### src/rtl/core/pft_pkg.sv
// Shared types and constants of the packet filter rule table.
// No dependencies; the other files of the block, but for pft_ram, refer to it by scoped names.
`timescale 1ns / 1ps

package pft_pkg;

  typedef enum logic [1:0] {
    REQ_CHECK  = 2'd0,
    REQ_ADD    = 2'd1,
    REQ_REMOVE = 2'd2,
    REQ_READ   = 2'd3
  } pft_req_kind_t;

  localparam logic [1:0] ST_OK        = 2'd0;
  localparam logic [1:0] ST_DUPLICATE = 2'd1;
  localparam logic [1:0] ST_FULL      = 2'd2;
  localparam logic [1:0] ST_NOT_FOUND = 2'd3;

  localparam logic [7:0] PROTO_TCP = 8'd6;
  localparam logic [7:0] PROTO_UDP = 8'd17;

  typedef struct packed {
    pft_req_kind_t req_type;
    logic [7:0]    protocol;
    logic [31:0]   src_addr;
    logic [31:0]   dst_addr;
    logic [15:0]   src_port;
    logic [15:0]   dst_port;
    logic          rule_direction;
    logic [31:0]   rule_addr;
    logic [15:0]   rule_port;
    logic [3:0]    entry_index;
  } pft_req_t;

  typedef struct packed {
    logic        verdict;
    logic [3:0]  matched_index;
    logic [1:0]  status;
    logic        entry_valid;
    logic [7:0]  entry_protocol;
    logic        entry_direction;
    logic [31:0] entry_addr;
    logic [15:0] entry_port;
    logic [31:0] entry_drops;
  } pft_rsp_t;

  // One stored rule, as held in the rule memory.
  typedef struct packed {
    logic [7:0]  protocol;
    logic        direction;
    logic [31:0] addr;
    logic [15:0] port;
  } pft_rule_t;

  typedef struct packed {
    logic       start;
    logic       scan;
    logic       rd_entry;
    logic       set_drop;
    logic       cnt_update;
    logic       add_write;
    logic       remove;
    logic       set_status;
    logic [1:0] status_code;
    logic       load_out;
  } pft_cmd_t;

  typedef struct packed {
    pft_req_kind_t req_type;
    logic          foreign;
    logic          oob;
    logic          hit;
    logic          last;
    logic          free_found;
  } pft_stat_t;

endpackage

### src/rtl/core/packet_filter_rule_table.sv
// Top level of the packet filter rule table; joins the sequencer and the datapath.
// Depends on pft_pkg, pft_ctrl, pft_datapath.
`timescale 1ns / 1ps

// One request is in flight at a time. A packet check, an add or a remove walks the
// rule memory one entry per cycle in table order and ends early at the first
// matching entry; a check that matches then writes back its drop counter. A read,
// and a check of a protocol other than UDP or TCP, skips the walk. The result waits
// in an output register; the next request is taken once that register has been
// loaded.

module packet_filter_rule_table #(
  parameter int RULES = 16
) (
  input  logic              clk,
  input  logic              rst,
  input  pft_pkg::pft_req_t req,
  input  logic              req_valid,
  output logic              req_stall,
  output pft_pkg::pft_rsp_t rsp,
  output logic              rsp_valid,
  input  logic              rsp_stall
);

  pft_pkg::pft_cmd_t  cmd;
  pft_pkg::pft_stat_t stat;

  pft_ctrl u_ctrl (
    .clk       (clk),
    .rst       (rst),
    .req_valid (req_valid),
    .req_stall (req_stall),
    .rsp_valid (rsp_valid),
    .rsp_stall (rsp_stall),
    .stat      (stat),
    .cmd       (cmd)
  );

  pft_datapath #(
    .RULES (RULES)
  ) u_datapath (
    .clk  (clk),
    .rst  (rst),
    .req  (req),
    .cmd  (cmd),
    .stat (stat),
    .rsp  (rsp)
  );

endmodule

### src/rtl/core/pft_ram.sv
// Generic simple dual-port RAM: one write port, one read port with registered data.
// No dependencies.
`timescale 1ns / 1ps

module pft_ram #(
  parameter int WIDTH = 32,
  parameter int DEPTH = 16
) (
  input  logic                                   clk,
  input  logic                                   we,
  input  logic [((DEPTH > 1) ? $clog2(DEPTH) : 1)-1:0] waddr,
  input  logic [WIDTH-1:0]                       wdata,
  input  logic                                   re,
  input  logic [((DEPTH > 1) ? $clog2(DEPTH) : 1)-1:0] raddr,
  output logic [WIDTH-1:0]                       rdata
);

  logic [WIDTH-1:0] mem [DEPTH];

  always_ff @(posedge clk) begin
    if (we) begin
      mem[waddr] <= wdata;
    end
    if (re) begin
      rdata <= mem[raddr];
    end
  end

endmodule

### src/rtl/core/pft_ctrl.sv
// Sequencer of the packet filter rule table: accepts a request, steps the scan and
// finishes the result. Depends on pft_pkg.
`timescale 1ns / 1ps

module pft_ctrl (
  input  logic              clk,
  input  logic              rst,
  input  logic              req_valid,
  output logic              req_stall,
  output logic              rsp_valid,
  input  logic              rsp_stall,
  input  pft_pkg::pft_stat_t stat,
  output pft_pkg::pft_cmd_t  cmd
);

  typedef enum logic [2:0] {
    S_IDLE,
    S_START,
    S_SCAN,
    S_UPDATE,
    S_FINISH
  } state_t;

  state_t state, state_next;
  logic   rsp_valid_next;

  assign req_stall = (state != S_IDLE);

  always_comb begin
    cmd        = '0;
    state_next = state;
    unique case (state)
      S_IDLE: begin
        if (req_valid) begin
          cmd.start  = 1'b1;
          state_next = S_START;
        end
      end
      S_START: begin
        unique case (stat.req_type)
          pft_pkg::REQ_CHECK: begin
            if (stat.foreign) begin
              state_next = S_FINISH;
            end else begin
              cmd.scan   = 1'b1;
              state_next = S_SCAN;
            end
          end
          pft_pkg::REQ_ADD, pft_pkg::REQ_REMOVE: begin
            cmd.scan   = 1'b1;
            state_next = S_SCAN;
          end
          pft_pkg::REQ_READ: begin
            cmd.rd_entry = !stat.oob;
            state_next   = S_FINISH;
          end
        endcase
      end
      S_SCAN: begin
        if (stat.hit) begin
          state_next = S_FINISH;
          unique case (stat.req_type)
            pft_pkg::REQ_CHECK: begin
              cmd.set_drop = 1'b1;
              state_next   = S_UPDATE;
            end
            pft_pkg::REQ_ADD: begin
              cmd.set_status  = 1'b1;
              cmd.status_code = pft_pkg::ST_DUPLICATE;
            end
            pft_pkg::REQ_REMOVE: begin
              cmd.remove = 1'b1;
            end
            pft_pkg::REQ_READ: begin
            end
          endcase
        end else if (stat.last) begin
          state_next = S_FINISH;
          unique case (stat.req_type)
            pft_pkg::REQ_ADD: begin
              if (stat.free_found) begin
                cmd.add_write = 1'b1;
              end else begin
                cmd.set_status  = 1'b1;
                cmd.status_code = pft_pkg::ST_FULL;
              end
            end
            pft_pkg::REQ_REMOVE: begin
              cmd.set_status  = 1'b1;
              cmd.status_code = pft_pkg::ST_NOT_FOUND;
            end
            pft_pkg::REQ_CHECK, pft_pkg::REQ_READ: begin
            end
          endcase
        end else begin
          cmd.scan = 1'b1;
        end
      end
      S_UPDATE: begin
        cmd.cnt_update = 1'b1;
        state_next     = S_FINISH;
      end
      S_FINISH: begin
        if (!rsp_valid || !rsp_stall) begin
          cmd.load_out = 1'b1;
          state_next   = S_IDLE;
        end
      end
      default: begin
        state_next = S_IDLE;
      end
    endcase
  end

  always_comb begin
    if (cmd.load_out) begin
      rsp_valid_next = 1'b1;
    end else if (!rsp_stall) begin
      rsp_valid_next = 1'b0;
    end else begin
      rsp_valid_next = rsp_valid;
    end
  end

  always_ff @(posedge clk) begin
    if (rst) begin
      state     <= S_IDLE;
      rsp_valid <= 1'b0;
    end else begin
      state     <= state_next;
      rsp_valid <= rsp_valid_next;
    end
  end

endmodule

### src/rtl/core/pft_datapath.sv
// Datapath of the packet filter rule table: request register, rule and counter
// memories, valid bits, match logic and result register. Depends on pft_pkg, pft_ram.
`timescale 1ns / 1ps

module pft_datapath #(
  parameter int RULES = 16
) (
  input  logic               clk,
  input  logic               rst,
  input  pft_pkg::pft_req_t  req,
  input  pft_pkg::pft_cmd_t  cmd,
  output pft_pkg::pft_stat_t stat,
  output pft_pkg::pft_rsp_t  rsp
);

  localparam int IW = (RULES > 1) ? $clog2(RULES) : 1;

  pft_pkg::pft_req_t  cur;
  pft_pkg::pft_rule_t rule_wdata, rule_rdata;
  pft_pkg::pft_rsp_t  rsp_next;

  logic [RULES-1:0] valid;
  logic [IW:0]      cnt;
  logic             chk_en;
  logic [IW-1:0]    chk_idx;
  logic             free_found, free_found_next;
  logic [IW-1:0]    free_idx, free_idx_next;
  logic [IW-1:0]    hit_idx;
  logic [31:0]      drop_inc;
  logic             res_verdict;
  logic [3:0]       res_match;
  logic [1:0]       res_status;

  logic             more, issue, rd_en;
  logic [IW-1:0]    raddr;
  logic [IW+3:0]    idx_wide;
  logic [IW+3:0]    chk_wide;
  logic [IW-1:0]    idx_addr;
  logic             oob;
  logic             cnt_we;
  logic [IW-1:0]    cnt_waddr;
  logic [31:0]      cnt_wdata, cnt_rdata;

  logic             entry_v, same, port_any, addr_any, addr_eq, port_eq, pkt_hit;
  logic [31:0]      paddr;
  logic [15:0]      pport;

  assign more     = (cnt < (IW + 1)'(RULES));
  assign issue    = cmd.scan && more;
  assign rd_en    = issue || cmd.rd_entry;
  assign idx_wide = (IW + 4)'(cur.entry_index);
  assign idx_addr = idx_wide[IW-1:0];
  assign oob      = (idx_wide >= (IW + 4)'(RULES));
  assign raddr    = cmd.rd_entry ? idx_addr : cnt[IW-1:0];
  assign chk_wide = (IW + 4)'(chk_idx);

  assign rule_wdata.protocol  = cur.protocol;
  assign rule_wdata.direction = cur.rule_direction;
  assign rule_wdata.addr      = cur.rule_addr;
  assign rule_wdata.port      = cur.rule_port;

  assign cnt_we    = cmd.add_write || cmd.cnt_update;
  assign cnt_waddr = cmd.cnt_update ? hit_idx : free_idx_next;
  assign cnt_wdata = cmd.cnt_update ? drop_inc : 32'd0;

  pft_ram #(
    .WIDTH ($bits(pft_pkg::pft_rule_t)),
    .DEPTH (RULES)
  ) u_rule_ram (
    .clk   (clk),
    .we    (cmd.add_write),
    .waddr (free_idx_next),
    .wdata (rule_wdata),
    .re    (rd_en),
    .raddr (raddr),
    .rdata (rule_rdata)
  );

  pft_ram #(
    .WIDTH (32),
    .DEPTH (RULES)
  ) u_cnt_ram (
    .clk   (clk),
    .we    (cnt_we),
    .waddr (cnt_waddr),
    .wdata (cnt_wdata),
    .re    (rd_en),
    .raddr (raddr),
    .rdata (cnt_rdata)
  );

  // Compare the entry whose memory word arrived this cycle against the request.
  always_comb begin
    entry_v  = valid[chk_idx];
    same     = entry_v && (rule_rdata.protocol == cur.protocol) &&
               (rule_rdata.direction == cur.rule_direction) &&
               (rule_rdata.addr == cur.rule_addr) && (rule_rdata.port == cur.rule_port);
    paddr    = rule_rdata.direction ? cur.dst_addr : cur.src_addr;
    pport    = rule_rdata.direction ? cur.dst_port : cur.src_port;
    port_any = (rule_rdata.port == 16'd0);
    addr_any = (rule_rdata.addr == 32'd0);
    addr_eq  = (rule_rdata.addr == paddr);
    port_eq  = (rule_rdata.port == pport);
    priority if (port_any) begin
      pkt_hit = addr_eq;
    end else if (addr_any) begin
      pkt_hit = port_eq;
    end else begin
      pkt_hit = addr_eq && port_eq;
    end
    pkt_hit = pkt_hit && entry_v && (rule_rdata.protocol == cur.protocol);
  end

  always_comb begin
    if (!free_found && chk_en && !entry_v) begin
      free_found_next = 1'b1;
      free_idx_next   = chk_idx;
    end else begin
      free_found_next = free_found;
      free_idx_next   = free_idx;
    end
  end

  assign stat.req_type   = cur.req_type;
  assign stat.foreign    = (cur.protocol != pft_pkg::PROTO_UDP) &&
                           (cur.protocol != pft_pkg::PROTO_TCP);
  assign stat.oob        = oob;
  assign stat.hit        = chk_en && ((cur.req_type == pft_pkg::REQ_CHECK) ? pkt_hit : same);
  assign stat.last       = chk_en && (chk_idx == IW'(RULES - 1));
  assign stat.free_found = free_found_next;

  always_comb begin
    rsp_next               = '0;
    rsp_next.verdict       = res_verdict;
    rsp_next.matched_index = res_match;
    rsp_next.status        = res_status;
    if ((cur.req_type == pft_pkg::REQ_READ) && !oob) begin
      rsp_next.entry_valid     = valid[idx_addr];
      rsp_next.entry_protocol  = rule_rdata.protocol;
      rsp_next.entry_direction = rule_rdata.direction;
      rsp_next.entry_addr      = rule_rdata.addr;
      rsp_next.entry_port      = rule_rdata.port;
      // A free entry always shows a drop count of zero, whatever its counter holds.
      rsp_next.entry_drops     = valid[idx_addr] ? cnt_rdata : 32'd0;
    end
  end

  always_ff @(posedge clk) begin
    if (rst) begin
      valid  <= '0;
      chk_en <= 1'b0;
    end else begin
      chk_en <= issue;
      if (cmd.add_write) begin
        valid[free_idx_next] <= 1'b1;
      end
      if (cmd.remove) begin
        valid[chk_idx] <= 1'b0;
      end
    end
  end

  always_ff @(posedge clk) begin
    if (cmd.start) begin
      cur         <= req;
      cnt         <= '0;
      free_found  <= 1'b0;
      res_verdict <= 1'b0;
      res_match   <= 4'd0;
      res_status  <= pft_pkg::ST_OK;
    end else begin
      if (issue) begin
        cnt <= cnt + (IW + 1)'(1);
      end
      free_found <= free_found_next;
      if (cmd.set_drop) begin
        res_verdict <= 1'b1;
        res_match   <= chk_wide[3:0];
      end
      if (cmd.set_status) begin
        res_status <= cmd.status_code;
      end
    end
    if (issue) begin
      chk_idx <= cnt[IW-1:0];
    end
    free_idx <= free_idx_next;
    if (cmd.set_drop) begin
      hit_idx  <= chk_idx;
      drop_inc <= (cnt_rdata == 32'hFFFF_FFFF) ? cnt_rdata : cnt_rdata + 32'd1;
    end
    if (cmd.load_out) begin
      rsp <= rsp_next;
    end
  end

endmodule

### config.mk
export PLATFORM = sky130hd
export DESIGN_NAME = packet_filter_rule_table
export DESIGN_NICKNAME = d
export VERILOG_FILES = /design/src/rtl/core/pft_pkg.sv /design/src/rtl/core/packet_filter_rule_table.sv /design/src/rtl/core/pft_ram.sv /design/src/rtl/core/pft_ctrl.sv /design/src/rtl/core/pft_datapath.sv
export SDC_FILE = /design/constraint.sdc
export NUM_CORES = 2
export LEC_CHECK = 0
export BUFFER_PORTS_ARGS = -buffer_cell sky130_fd_sc_hd__buf_2
export CORE_ASPECT_RATIO = 0.8
export CORE_UTILIZATION = 61
export CTS_CLUSTER_SIZE = 12
export DETAILED_ROUTE_END_ITERATION = 10
export GPL_ROUTABILITY_DRIVEN = 0
export PLACE_DENSITY_LB_ADDON = 0.15
export SYNTH_ARGS = -nofsm -noshare
export SYNTH_HDL_FRONTEND = slang
export SYNTH_SLANG_ARGS = --single-unit
### constraint.sdc
create_clock -name clk -period 8.5 [get_ports clk]
set_input_delay 1.275 -clock clk [delete_from_list [all_inputs] [get_ports clk]]
set_output_delay 1.275 -clock clk [all_outputs]
set_load 0.02 [all_outputs]
==> run_results.csv <==
group,metric,value,unit
outcome,status,"finished clean",
die,core-area,115400,µm²
pwr,power_leakage,0.02652,µW
setup_path,end_kind,"register",
global_route,grt_pass1_vias,36960,
setup_path,cp_slowest_stage_delay,1.03,ns
setup_path,crit_start,"u_datapath.stat[6]",
synth,synth_area,71520,µm²
setup_path,crit_chain,"ha_4 > and2_1 > mux2i_4 > buf_4 > mux4_2 > and2_1 > a211oi_1 > a31oi_1",
setup_path,crit_top_cell,"and2_1",
setup_path,reg2reg_from,"u_datapath.stat[6]",
die,io_pins,262,
synth,synth_flop_cell,"edfxtp_1",
worst_hold_path,hold_path.startpoint,"u_datapath.res_match[1]",
routing,drt_iter0_drc,4841,
synth,yosysSeqAreaShare,77.02,%
timing,slew-limit-headroom,5.420,%
die,start_util,61.97,%
layout,area.growth.synth_to_final,11.31,%
global_route,grt_usage,29.17,%
die,die_w,384.8,µm
timing,fmax,181.0,MHz
layout,drive_gt1_share,24.29,%
setup_path,crit_arrival,6.00,ns
cts,cts_made_buffers,177,
pwr,ir_worst_vdd,245.8,µV
cts,cts_max_level,4,
synth,async_flop_share,0,%
die,die_h,308.3,µm
cts,post_cts_buffers,0,
synth,netlist-cell-type-count,64,
setup_path,slowest_stage,"mux2i_4",
die,die_area,118600,µm²
timing,fin_crit_sh,65.00,%
routing,drc,0,
pwr,power_density,283.2,nW/µm²
synth,synth_top_cell_by_area,"edfxtp_1",
routing,wl_per_cell,30.98,µm
timing,setup_viol,0,
setup_path,path_buf_inv,1,
cts,clkTransAtPathRegs,0.06,ns
timing,whs,0.4351,ns
run,maxCapViolCount,0,
synth,synth_edf_count,1809,
synth,yosys.area.top_type_share,75.95,%
cts,cts-root-buf,"clkbuf_16",
routing,vias,36670,
setup_path,required,8.98,ns
layout,nNetsFinal,4064,
timing,setup_tns,0,ns
placed_design,pre_cts_ws,2.989,ns
synth,syn_area_per_cell,20.14,µm²
synth,ys_ff_latch,1847,
routing,routed_via_density,6.680,
setup_path,worstSetupPathType,"reg2reg",
timing,final_hold_viol_count,0,
cts,cts_buffer_depth,3,
timing,period_needed,5.525,ns
setup_path,path_max_fanout,92,
timing,max_slew.worst_pin.slew,1.408,ns
placed_design,dp_hpwl,91.75,mm
global_route,grt_max_degree,146,
global_route,grt_pass1_wl,246.7,mm
synth,syn_inst,3552,
routing,first_pass_iters,6,
synth,ys_warn_count,0,
timing,layout_setup_ws,2.975,ns
synth,synthTopCellsByArea,"edfxtp_1, mux4_2, and2_1",
routing,final_antenna_net_count,0,
timing,fin_skew,0.03012,ns
global_route,gr-total-overflow,0,
worst_hold_path,hp-class,"reg2reg",
cts,cts-hold-fix-buffers,0,
setup_path,start_kind,"register",
timing,rsz0062_at_grt,"no",
timing,slew_violations,0,
die,num_rows,111,
cts,numClockSinks,1847,
setup_path,path_delay_family,"multiplexers",
cts,ctsResizeCount,0,
global_route,antenna_found_initial,12,
synth,syn-num-nets,3723,
cts,cts_tree,"yes",
placed_design,port_buffers,261,
routing,routed_wl,170.0,mm
cts,clk_latency,0.79,ns
cell usage after synthesis (4+ instances only):
| cell | count |
|---|---|
| a211oi_1 | 89 |
| a21oi_1 | 23 |
| a311oi_1 | 4 |
| a31oi_1 | 95 |
| a32oi_1 | 9 |
| and2_1 | 154 |
| and3_1 | 69 |
| buf_1 | 5 |
| buf_2 | 48 |
| buf_4 | 12 |
| buf_6 | 22 |
| clkbuf_1 | 93 |
| dfxtp_1 | 38 |
| edfxtp_1 | 1809 |
| ha_1 | 8 |
| inv_1 | 16 |
| mux2_2 | 4 |
| mux2i_1 | 56 |
| mux4_2 | 365 |
| nand2_1 | 226 |
| nand2b_1 | 5 |
| nand3_1 | 29 |
| nand4_1 | 18 |
| nor2_1 | 64 |
| nor2b_1 | 7 |
| nor3_1 | 34 |
| nor3b_1 | 4 |
| nor4_1 | 40 |
| o211ai_1 | 4 |
| o21a_1 | 4 |
| o21ai_0 | 17 |
| xnor2_1 | 76 |
| xor2_1 | 58 |
report_power, final:
| group | switching [µW] | total [µW] | leakage [µW] | internal, µW |
|---|---|---|---|---|
| clock network | 3100 | 6960 | 0.00236 | 3850 |
| registers | 604 | 11300 | 0.0172 | 10600 |
| logic | 2530 | 4340 | 0.00695 | 1810 |
routing by layer:
layer	vias up	GRT usage, %	routed length, µm
li1	15060	-	-
met1	19110	44.07	69130
met2	2227	43.99	78880
met3	274	5.912	18200
met4	0	8.158	3816
met5	-	0	0
cells by family (layout without fill, tap and decap cells):
logic type	Yosys count	after routing	share of synthesized area, %
xor+xnor	134	134	1.641
compound gates	270	270	2.624
flops	1847	1847	77.02
mux	426	426	12.37
other cells	0	7	0
buf+inv	198	603	1.417
fa+ha+maj	8	8	0.1400
simple gates	669	669	4.790
final cells by class:
type | count | area [µm²]
Inverter | 18 | 75.07
Multi-Input combinational cell | 1507 | 15710
Tap cell | 1525 | 1908
Fill cell | 7066 | 35800
Antenna cell | 7 | 17.52
Clock inverter | 16 | 108.9
Clock buffer | 227 | 4745
Sequential cell | 1847 | 55080
Timing Repair Buffer | 342 | 1964
cells in the final DEF (no fill, tap or decap), types with 6 or more instances in the layout:
cell type,Yosys,routed
nor2_1,64,53
xor2_1,58,58
ha_1,8,7
and3_1,69,69
edfxtp_1,1809,1809
nor2_4,0,11
buf_2,48,261
mux4_2,365,365
dfxtp_1,38,38
nor2b_1,7,6
a211oi_1,89,89
nand3_1,29,29
nand2_1,226,226
inv_1,16,15
o21ai_0,17,17
a31oi_1,95,95
nor3_1,34,14
clkinv_1,1,7
nor4_1,40,39
a32oi_1,9,9
xnor2_1,76,76
buf_4,12,77
clkbuf_1,93,44
nor3_2,0,20
diode_2,0,7
clkbuf_16,0,183
a21oi_1,23,22
and2_1,154,154
mux2i_1,56,53
nand4_1,18,18
final timing paths:
| path | to | slack [ns] | cells past startpoint |
|---|---|---|---|
| max | u_datapath.u_rule_ram.rdata[26] | 2.98 | 8 |
| min | u_datapath.rsp[93] | 0.44 | 0 |
| max reg2reg | u_datapath.u_rule_ram.rdata[26] | 2.98 | 8 |
| min reg2reg | u_datapath.rsp[93] | 0.44 | 0 |
per-stage QoR:
stage | power (µW) | instance area [µm²] | cells | util, %
3_5_place_dp | 15750 | 74740 | 5239 | 64.76
3_3_place_gp | 15630 | 74740 | 5239 | 64.76
5_1_grt | 23330 | 79610 | 5489 | 68.98
4_1_cts | 22630 | 79590 | 5482 | 68.96
6_report | 22540 | 79610 | 5489 | 68.98
2_1_floorplan | 14390 | 71520 | 3552 | -
flip-flops by register name, summed over array words and instances (netlist names), 5 cells and up:
| signal | cells |
|---|---|
| u_datapath.cnt | 5 |
| u_datapath.cur | 153 |
| u_datapath.drop_inc | 32 |
| u_datapath.rsp | 97 |
| u_datapath.u_cnt_ram.mem | 512 |
| u_datapath.u_cnt_ram.rdata | 32 |
| u_datapath.u_rule_ram.mem | 912 |
| u_datapath.u_rule_ram.rdata | 57 |
| u_datapath.valid | 16 |
(Power assumes the default switching activity.)
